### src/rtl/pemt_pkg.sv
// ----------------------------------------------------------------------------
// pemt_pkg
// Shared widths, opcodes, status codes and the result word type of the
// packed entity mask table.
// ----------------------------------------------------------------------------
`default_nettype none

package pemt_pkg;

	localparam int OPCODE_W   = 3;
	localparam int INDEX_W    = 6;
	localparam int BITS_W     = 16;
	localparam int STATUS_W   = 2;
	localparam int RINDEX_W   = 7;
	localparam int COUNT_W    = 7;

	localparam int MAX_ENTRIES_DEF = 64;
	localparam int MASK_BITS_DEF   = 16;

	localparam logic [OPCODE_W-1:0] OP_CREATE  = 3'd0;
	localparam logic [OPCODE_W-1:0] OP_DESTROY = 3'd1;
	localparam logic [OPCODE_W-1:0] OP_ADD     = 3'd2;
	localparam logic [OPCODE_W-1:0] OP_REMOVE  = 3'd3;
	localparam logic [OPCODE_W-1:0] OP_ANY     = 3'd4;
	localparam logic [OPCODE_W-1:0] OP_ALL     = 3'd5;

	localparam logic [STATUS_W-1:0] ST_OK       = 2'd0;
	localparam logic [STATUS_W-1:0] ST_FULL     = 2'd1;
	localparam logic [STATUS_W-1:0] ST_NOT_LIVE = 2'd2;
	localparam logic [STATUS_W-1:0] ST_EMPTY    = 2'd3;

	typedef struct packed {
		logic [STATUS_W-1:0] status;
		logic [RINDEX_W-1:0] result_index;
		logic                entry_moved;
		logic                query_answer;
		logic [COUNT_W-1:0]  live_entries;
	} result_t;

endpackage

`default_nettype wire

### src/rtl/pemt_req_if.sv
// ----------------------------------------------------------------------------
// pemt_req_if
// Request channel: one operation word with valid/ready handshake.
// ----------------------------------------------------------------------------
`default_nettype none

interface pemt_req_if import pemt_pkg::*; ();

	logic                valid;
	logic                ready;
	logic [OPCODE_W-1:0] opcode;
	logic [INDEX_W-1:0]  entity_index;
	logic [BITS_W-1:0]   component_bits;

	modport source (
		output valid, opcode, entity_index, component_bits,
		input  ready
	);

	modport sink (
		input  valid, opcode, entity_index, component_bits,
		output ready
	);

endinterface

`default_nettype wire

### src/rtl/pemt_rsp_if.sv
// ----------------------------------------------------------------------------
// pemt_rsp_if
// Response channel: one result word with valid/ready handshake.
// ----------------------------------------------------------------------------
`default_nettype none

interface pemt_rsp_if import pemt_pkg::*; ();

	logic                valid;
	logic                ready;
	logic [STATUS_W-1:0] status;
	logic [RINDEX_W-1:0] result_index;
	logic                entry_moved;
	logic                query_answer;
	logic [COUNT_W-1:0]  live_entries;

	modport source (
		output valid, status, result_index, entry_moved, query_answer, live_entries,
		input  ready
	);

	modport sink (
		input  valid, status, result_index, entry_moved, query_answer, live_entries,
		output ready
	);

endinterface

`default_nettype wire

### src/rtl/pemt_mask_mem.sv
// ----------------------------------------------------------------------------
// pemt_mask_mem
// Mask store: one write port, two registered read ports. A read that hits
// the address written at the same edge returns the new data.
// ----------------------------------------------------------------------------
`default_nettype none

module pemt_mask_mem import pemt_pkg::*; #(
	parameter int DEPTH = MAX_ENTRIES_DEF,
	parameter int WIDTH = MASK_BITS_DEF,
	localparam int AW   = $clog2(DEPTH)
) (
	input  wire logic             clk,
	input  wire logic             wr_en,
	input  wire logic [AW-1:0]    wr_addr,
	input  wire logic [WIDTH-1:0] wr_data,
	input  wire logic             rd_en,
	input  wire logic [AW-1:0]    rd_addr_a,
	input  wire logic [AW-1:0]    rd_addr_b,
	output logic      [WIDTH-1:0] rd_data_a,
	output logic      [WIDTH-1:0] rd_data_b
);

	logic [WIDTH-1:0] mem [DEPTH];

	always_ff @(posedge clk) begin
		if (wr_en) begin
			mem[wr_addr] <= wr_data;
		end
	end

	// write-through bypass so back-to-back words see each other's update
	always_ff @(posedge clk) begin
		if (rd_en) begin
			rd_data_a <= (wr_en && wr_addr == rd_addr_a) ? wr_data : mem[rd_addr_a];
			rd_data_b <= (wr_en && wr_addr == rd_addr_b) ? wr_data : mem[rd_addr_b];
		end
	end

endmodule

`default_nettype wire

### src/rtl/pemt_exec.sv
// ----------------------------------------------------------------------------
// pemt_exec
// Operation logic: decodes one operation against the live count and the two
// masks read for it, and produces the result word, the store update and the
// new live count.
// ----------------------------------------------------------------------------
`default_nettype none

module pemt_exec import pemt_pkg::*; #(
	parameter int MAX_ENTRIES = MAX_ENTRIES_DEF,
	parameter int MASK_BITS   = MASK_BITS_DEF,
	localparam int AW         = $clog2(MAX_ENTRIES),
	localparam int CW         = $clog2(MAX_ENTRIES + 1)
) (
	input  wire logic [OPCODE_W-1:0]  opcode,
	input  wire logic [INDEX_W-1:0]   entity_index,
	input  wire logic [MASK_BITS-1:0] bits,
	input  wire logic [CW-1:0]        live_count,
	input  wire logic [MASK_BITS-1:0] mask_idx,
	input  wire logic [MASK_BITS-1:0] mask_last,
	output result_t                   result,
	output logic      [CW-1:0]        live_next,
	output logic                      wr_en,
	output logic      [AW-1:0]        wr_addr,
	output logic      [MASK_BITS-1:0] wr_data
);

	localparam int XW = CW + INDEX_W;

	logic [XW-1:0]        idx_wide;
	logic [XW-1:0]        last_wide;
	logic [CW-1:0]        last;
	logic                 live;
	logic                 full;
	logic                 bits_zero;
	logic [MASK_BITS-1:0] hit;

	always_comb begin
		idx_wide  = XW'(entity_index);
		last      = CW'(live_count - CW'(1));
		last_wide = XW'(last);
		live      = idx_wide < XW'(live_count);
		full      = live_count >= CW'(MAX_ENTRIES);
		bits_zero = bits == '0;
		hit       = mask_idx & bits;

		result       = '0;
		result.status = ST_OK;
		live_next    = live_count;
		wr_en        = 1'b0;
		wr_addr      = idx_wide[AW-1:0];
		wr_data      = '0;

		case (opcode)
			OP_CREATE: begin
				if (full) begin
					result.status       = ST_FULL;
					result.result_index = RINDEX_W'(MAX_ENTRIES);
				end else begin
					result.result_index = RINDEX_W'(live_count);
					wr_en     = 1'b1;
					wr_addr   = live_count[AW-1:0];
					wr_data   = '0;
					live_next = CW'(live_count + CW'(1));
				end
			end
			OP_DESTROY: begin
				if (!live) begin
					result.status = ST_NOT_LIVE;
				end else begin
					live_next = last;
					// last slot needs no clear: create zeroes a slot before it goes live
					if (idx_wide != last_wide) begin
						wr_en               = 1'b1;
						wr_data             = mask_last;
						result.entry_moved  = 1'b1;
						result.result_index = RINDEX_W'(last);
					end
				end
			end
			OP_ADD, OP_REMOVE: begin
				if (!live) begin
					result.status = ST_NOT_LIVE;
				end else if (bits_zero) begin
					result.status = ST_EMPTY;
				end else begin
					wr_en   = 1'b1;
					wr_data = (opcode == OP_ADD) ? (mask_idx | bits) : (mask_idx & ~bits);
				end
			end
			OP_ANY: begin
				if (!live) begin
					result.status = ST_NOT_LIVE;
				end else begin
					result.query_answer = hit != '0;
				end
			end
			OP_ALL: begin
				if (!live) begin
					result.status = ST_NOT_LIVE;
				end else begin
					result.query_answer = hit == bits;
				end
			end
			default: begin
				result.status = ST_OK;
			end
		endcase

		result.live_entries = COUNT_W'(live_next);
	end

endmodule

`default_nettype wire

### src/rtl/packed_entity_mask_table_core.sv
// An accepted request word is registered in stage s1 and its response word
// when it retires. One operation per cycle, back to back, while rsp.ready
// holds; the two-port mask store is read at accept and updated at retire.
// Reset: arst_n clears the live count and the valid flags; mask contents
// are not cleared, create zeroes a slot before it becomes live.
// ----------------------------------------------------------------------------
// packed_entity_mask_table_core
// Densely packed table of live entries, each with a bit mask: create,
// swap-and-pop destroy, bit add/remove and any/all queries.
// ----------------------------------------------------------------------------
`default_nettype none

module packed_entity_mask_table_core import pemt_pkg::*; #(
	parameter int MAX_ENTRIES = MAX_ENTRIES_DEF,
	parameter int MASK_BITS   = MASK_BITS_DEF
) (
	input  wire logic  clk,
	input  wire logic  arst_n,
	pemt_req_if.sink   req,
	pemt_rsp_if.source rsp
);

	localparam int AW = $clog2(MAX_ENTRIES);
	localparam int CW = $clog2(MAX_ENTRIES + 1);
	localparam int XW = CW + INDEX_W;
	localparam int BW = MASK_BITS + BITS_W;

	logic                 valid_s1;
	logic [OPCODE_W-1:0]  opcode_s1;
	logic [INDEX_W-1:0]   index_s1;
	logic [MASK_BITS-1:0] bits_s1;
	logic [MASK_BITS-1:0] mask_idx_s1;
	logic [MASK_BITS-1:0] mask_last_s1;

	logic [CW-1:0]        live_count_q;
	logic                 rsp_valid_q;
	result_t              rsp_word_q;

	logic                 fire;
	logic                 accept;
	logic [CW-1:0]        live_eff;
	logic [CW-1:0]        last_eff;
	logic [XW-1:0]        req_idx_wide;
	logic [BW-1:0]        req_bits_wide;

	result_t              result;
	logic [CW-1:0]        live_next;
	logic                 wr_en;
	logic [AW-1:0]        wr_addr;
	logic [MASK_BITS-1:0] wr_data;

	assign fire      = valid_s1 && (!rsp_valid_q || rsp.ready);
	assign req.ready = !valid_s1 || fire;
	assign accept    = req.valid && req.ready;

	// count seen by the word being accepted includes the retiring word's effect
	assign live_eff      = fire ? live_next : live_count_q;
	assign last_eff      = CW'(live_eff - CW'(1));
	assign req_idx_wide  = XW'(req.entity_index);
	assign req_bits_wide = BW'(req.component_bits);

	pemt_mask_mem #(
		.DEPTH (MAX_ENTRIES),
		.WIDTH (MASK_BITS)
	) u_mem (
		.clk       (clk),
		.wr_en     (wr_en && fire),
		.wr_addr   (wr_addr),
		.wr_data   (wr_data),
		.rd_en     (accept),
		.rd_addr_a (req_idx_wide[AW-1:0]),
		.rd_addr_b (last_eff[AW-1:0]),
		.rd_data_a (mask_idx_s1),
		.rd_data_b (mask_last_s1)
	);

	pemt_exec #(
		.MAX_ENTRIES (MAX_ENTRIES),
		.MASK_BITS   (MASK_BITS)
	) u_exec (
		.opcode       (opcode_s1),
		.entity_index (index_s1),
		.bits         (bits_s1),
		.live_count   (live_count_q),
		.mask_idx     (mask_idx_s1),
		.mask_last    (mask_last_s1),
		.result       (result),
		.live_next    (live_next),
		.wr_en        (wr_en),
		.wr_addr      (wr_addr),
		.wr_data      (wr_data)
	);

	always_ff @(posedge clk or negedge arst_n) begin
		if (!arst_n) begin
			valid_s1     <= 1'b0;
			live_count_q <= '0;
			rsp_valid_q  <= 1'b0;
		end else begin
			if (accept) begin
				valid_s1 <= 1'b1;
			end else if (fire) begin
				valid_s1 <= 1'b0;
			end
			if (fire) begin
				live_count_q <= live_next;
				rsp_valid_q  <= 1'b1;
			end else if (rsp.ready) begin
				rsp_valid_q  <= 1'b0;
			end
		end
	end

	always_ff @(posedge clk) begin
		if (accept) begin
			opcode_s1 <= req.opcode;
			index_s1  <= req.entity_index;
			bits_s1   <= req_bits_wide[MASK_BITS-1:0];
		end
		if (fire) begin
			rsp_word_q <= result;
		end
	end

	assign rsp.valid        = rsp_valid_q;
	assign rsp.status       = rsp_word_q.status;
	assign rsp.result_index = rsp_word_q.result_index;
	assign rsp.entry_moved  = rsp_word_q.entry_moved;
	assign rsp.query_answer = rsp_word_q.query_answer;
	assign rsp.live_entries = rsp_word_q.live_entries;

endmodule

`default_nettype wire
### src/flat_wrapper.sv
// flat-port wrapper written by rule: the top's interface ports become plain ports
module packed_entity_mask_table_core_flat import pemt_pkg::*;
#(
	parameter int MAX_ENTRIES = MAX_ENTRIES_DEF,
	parameter int MASK_BITS   = MASK_BITS_DEF
)
  (clk, arst_n, req_valid, req_opcode, req_entity_index, req_component_bits, req_ready, rsp_valid, rsp_status, rsp_result_index, rsp_entry_moved, rsp_query_answer, rsp_live_entries, rsp_ready);
  pemt_req_if req_i ();
  pemt_rsp_if rsp_i ();
  input  wire logic clk;
  input  wire logic arst_n;
  input wire logic [$bits(req_i.valid)-1:0] req_valid;
  input wire logic [$bits(req_i.opcode)-1:0] req_opcode;
  input wire logic [$bits(req_i.entity_index)-1:0] req_entity_index;
  input wire logic [$bits(req_i.component_bits)-1:0] req_component_bits;
  output wire logic [$bits(req_i.ready)-1:0] req_ready;
  output wire logic [$bits(rsp_i.valid)-1:0] rsp_valid;
  output wire logic [$bits(rsp_i.status)-1:0] rsp_status;
  output wire logic [$bits(rsp_i.result_index)-1:0] rsp_result_index;
  output wire logic [$bits(rsp_i.entry_moved)-1:0] rsp_entry_moved;
  output wire logic [$bits(rsp_i.query_answer)-1:0] rsp_query_answer;
  output wire logic [$bits(rsp_i.live_entries)-1:0] rsp_live_entries;
  input wire logic [$bits(rsp_i.ready)-1:0] rsp_ready;
  assign req_i.valid = req_valid;
  assign req_i.opcode = req_opcode;
  assign req_i.entity_index = req_entity_index;
  assign req_i.component_bits = req_component_bits;
  assign req_ready = req_i.ready;
  assign rsp_valid = rsp_i.valid;
  assign rsp_status = rsp_i.status;
  assign rsp_result_index = rsp_i.result_index;
  assign rsp_entry_moved = rsp_i.entry_moved;
  assign rsp_query_answer = rsp_i.query_answer;
  assign rsp_live_entries = rsp_i.live_entries;
  assign rsp_i.ready = rsp_ready;
  packed_entity_mask_table_core #(.MAX_ENTRIES(MAX_ENTRIES), .MASK_BITS(MASK_BITS)) u_core (.clk(clk), .arst_n(arst_n), .req(req_i), .rsp(rsp_i));
endmodule
### config.mk
export PLATFORM = sky130hd
export DESIGN_NAME = packed_entity_mask_table_core_flat
export DESIGN_NICKNAME = d
export VERILOG_FILES = /design/src/rtl/pemt_pkg.sv /design/src/rtl/pemt_req_if.sv /design/src/rtl/pemt_rsp_if.sv /design/src/rtl/pemt_mask_mem.sv /design/src/rtl/pemt_exec.sv /design/src/rtl/packed_entity_mask_table_core.sv /design/src/flat_wrapper.sv
export SDC_FILE = /design/constraint.sdc
export NUM_CORES = 2
export LEC_CHECK = 0
export BUFFER_PORTS_ARGS = -buffer_cell sky130_fd_sc_hd__buf_4
export CAP_MARGIN = 20
export CORE_MARGIN = 4
export CORE_UTILIZATION = 45
export CTS_CLUSTER_SIZE = 8
export DETAILED_ROUTE_END_ITERATION = 8
export PLACE_DENSITY = 0.59
export SYNTH_ARGS = -nofsm -noshare
export SYNTH_HDL_FRONTEND = slang
export SYNTH_SLANG_ARGS = --single-unit
### constraint.sdc
create_clock -name clk -period 6.2 [get_ports clk]
set_clock_uncertainty 0.15 [all_clocks]
set_input_delay 1.24 -clock clk [delete_from_list [all_inputs] [get_ports clk]]
set_output_delay 1.24 -clock clk [all_outputs]
set_load 0.01 [all_outputs]
==> flow_summary.toml <==
[critical_path]
worst-setup-path-type = "reg -> reg"
crit_path_end_kind = "flop"
start_kind = "flop"
crit_arrival_ps = 6300
reg2reg_slack_ps = 220
crit_fanout = 43
required_ps = 6520

[pwr]
switching_share = 0.348
intPower_mw = 16.6
pwr-share-clk = 0.301
comb_power_share = 0.356
leakage_nw = 19.6
p_seq_frac = 0.342
p_per_area_mw_per_mm2 = 416
peakVddDrop_v = 0.000284
power_switching_mw = 8.84

[synth]
post-synth-top-count-cell = "edfxtp_1"
synth_top_area_cell = "edfxtp_1"
ys_ff_latch = 1108
synth_edf_count = 1099
seq_area_frac_synth = 0.627
avgSynthCellArea_um2 = 17.4
synth_top_area_frac = 0.623
synthTopCellsByCount = "edfxtp_1 (1099), mux4_2 (514), nand2_1 (313)"
yosys_warnings = 0
synth_area_mm2 = 0.0530
synthesis.nets = 3079
syn_inst = 3040
async_flop_share = 0.00812
ys.flop_type = "edfxtp_1"
ys_top_cells_by_area = "edfxtp_1 (62%), mux4_2 (22%), nand2_1 (2.2%)"
synth_cell_type_count = 80

[cts]
cts_tree = "built"
cts-htree-levels = 4
clockBufferDepth = 3
clk_pin_slew_worst_paths_ps = 60
cts_inserted_buffers = 157
cts_hold_buf = 0
cts_root_buf = "clkbuf_16"
cts_num_sinks = 1108
insertion_delay_ps = 760

[place]
post-place-ws_ps = 153
gp_congestion = 0.958
io_buffers = 48
dpl_cell_area_mm2 = 0.0566
post-dp-hpwl_um = 111000

[floorplanning]
start_util = 0.455
dieWidth_um = 351
num_rows = 125
coreArea_mm2 = 0.117
dieArea_mm2 = 0.123
io_pins = 49
die_h_um = 351

[grt]
grt_pass1_vias = 33300
grt-ovfl-total = 0
antenna_found_initial = 11
grt_max_degree = 79
grt_util_all_layers = 0.285
grt_pass1_wl_um = 248000

[timing]
max_slew_margin = 0.249
timing.final.crit_share = 0.965
holdWs_ps = 161
tightest_slew_ps = 1120
finalMaxSlewViolations = 0
rsz0062_at_grt = "no"
hold_viol = 0
setup_ws_ps = 219
max_freq_ghz = 0.167
setup_violations = 0
fin_crit_ps = 5980

[layout]
drive_above_1_share = 0.332
fin_area_mm2 = 0.0610
finalNetCount = 3238
fillCellCount = 9135
syn2layout_area_growth_pct = 15.1

[detailed_routing]
wl_per_cell_um = 36.8
wl_um = 175000
via_per_inst = 7.02
remaining_drc_errors = 0
ant_nets = 0
drtPass1Iterations = 7
num_vias = 33400
drtIter0Drc = 4654

[status]
status = "finished clean"

[run]
drv_cap = 0

[hold_path]
hold_path_class = "in -> async"
## cell type report
cell class / instances / area, um2 / share of cell area
Inverter: 31 / 126 / 0.00207
Multi-Input combinational cell: 1663 / 19300 / 0.316
Clock buffer: 171 / 4070 / 0.0667
Sequential cell: 1108 / 33200 / 0.545
Tap cell: 1524 / 1910 / 0.0313
Antenna cell: 7 / 17.5 / 0.000287
Timing Repair Buffer: 238 / 2230 / 0.0365
Clock inverter: 14 / 181 / 0.00297
## metal layers
metal	vias to the layer above	global-route usage	wire [um]
met4	10	0.131	8810
met1	17700	0.378	64900
met2	2157	0.450	83200
met5	-	0	75
met3	436	0.0681	18000
li1	13100	-	-
## worst paths after layout
| kind | to | start | cells past startpoint |
|---|---|---|---|
| hold reg to reg | u_core.rsp.valid | u_core.rsp.valid | 2 |
| setup / recovery | u_core.u_mem.rd_data_b[11] | u_core.live_count_q[4] | 17 |
| max in group asynchronous | u_core.live_count_q[5] | arst_n | 1 |
| min in group clk | u_core.rsp.valid | u_core.rsp.valid | 2 |
| hold / removal | u_core.live_count_q[3] | arst_n | 1 |
| setup reg to reg | u_core.u_mem.rd_data_b[11] | u_core.live_count_q[4] | 17 |
## registers in the layout, indices dropped and copies added (netlist names), 6 cells and up
register and cells:
u_core.u_mem.rd_data_b 16, u_core.index_s1 6, u_core.bits_s1 16, u_core.rsp.live_entries 7
u_core.u_mem.rd_data_a 16, u_core.live_count_q 7, u_core.rsp.result_index 7, u_core.u_mem.mem 1024
## power by group through the flow
| stage | Clock [mW] | Sequential (mW) | Combinational, mW |
|---|---|---|---|
| 2_1_floorplan | 0 | 8.82 | 5.21 |
| 3_3_place_gp | 0 | 8.83 | 8.78 |
| 4_1_cts | 7.77 | 8.69 | 8.89 |
| 6_report | 7.66 | 8.69 | 9.05 |
| 3_5_place_dp | 0 | 8.83 | 8.85 |
| 5_1_grt | 8.10 | 8.69 | 9.41 |
## layout by cell type, fill, tap and decap left out, types with 6 or more instances in the layout
| master | count |
|---|---|
| a211oi_1 | 6 |
| a21oi_1 | 20 |
| a221oi_1 | 49 |
| a22o_1 | 48 |
| a22oi_1 | 65 |
| a31oi_1 | 31 |
| a31oi_2 | 7 |
| a32oi_1 | 35 |
| and3_1 | 8 |
| buf_12 | 32 |
| buf_4 | 202 |
| clkbuf_1 | 10 |
| clkbuf_16 | 161 |
| dfrtp_1 | 9 |
| diode_2 | 7 |
| edfxtp_1 | 1099 |
| ha_1 | 10 |
| inv_1 | 26 |
| mux2_2 | 20 |
| mux2i_1 | 70 |
| mux4_2 | 514 |
| nand2_1 | 313 |
| nand3_1 | 119 |
| nand4_1 | 31 |
| nor2_1 | 31 |
| nor2_2 | 61 |
| nor2_4 | 6 |
| nor3_1 | 14 |
| nor3_2 | 6 |
| nor4_1 | 9 |
| o211ai_1 | 6 |
| o21a_1 | 6 |
| o21ai_0 | 21 |
| o21ai_4 | 17 |
| o22ai_1 | 7 |
| o31ai_1 | 10 |
| or3_1 | 6 |
| xnor2_1 | 20 |
## worst max-delay path, stage by stage, from the launching register on
cell and delay, ps:
dfrtp_1 560, clkinv_1 310, ha_1 380, a211oi_1 400, nor2_2 190, o41ai_1 380
a32o_1 310, inv_1 80, ha_1 610, inv_8 310, a21oi_4 450, buf_12 300
nand3_1 100, a41oi_1 280, a311oi_1 130, buf_4 220, a31oi_2 350, a211oi_1 140
## cells by family after synthesis
group,Yosys count,share of synthesized area
buffers and inverters,269,0.0206
AO/OA/AOI/OAI,371,0.0529
AND/OR/NAND/NOR,646,0.0552
adder cells (fa/ha/maj),10,0.00236
flip-flops,1108,0.627
XOR/XNOR,31,0.00600
multiplexers,605,0.236
## through the flow
step           setup TNS (ps)   util  total power, mW  cells
2_1_floorplan               0      -             14.0   3040
3_5_place_dp                0  0.486             17.7   4562
5_1_grt                     0  0.523             26.2   4749
4_1_cts                     0  0.523             25.3   4747
6_report                    0  0.524             25.4   4756
3_3_place_gp             -213  0.486             17.6   4561
## what timing repair did
| action | in CTS | in global routing |
|---|---|---|
| setup buffers | 0 | 0 |
| gates resized for setup | 0 | 7 |
| endpoints found under the setup margin | 0 | 7 |
| endpoints found under the hold margin | 0 | 0 |
Power figures use the tool's default switching activity.
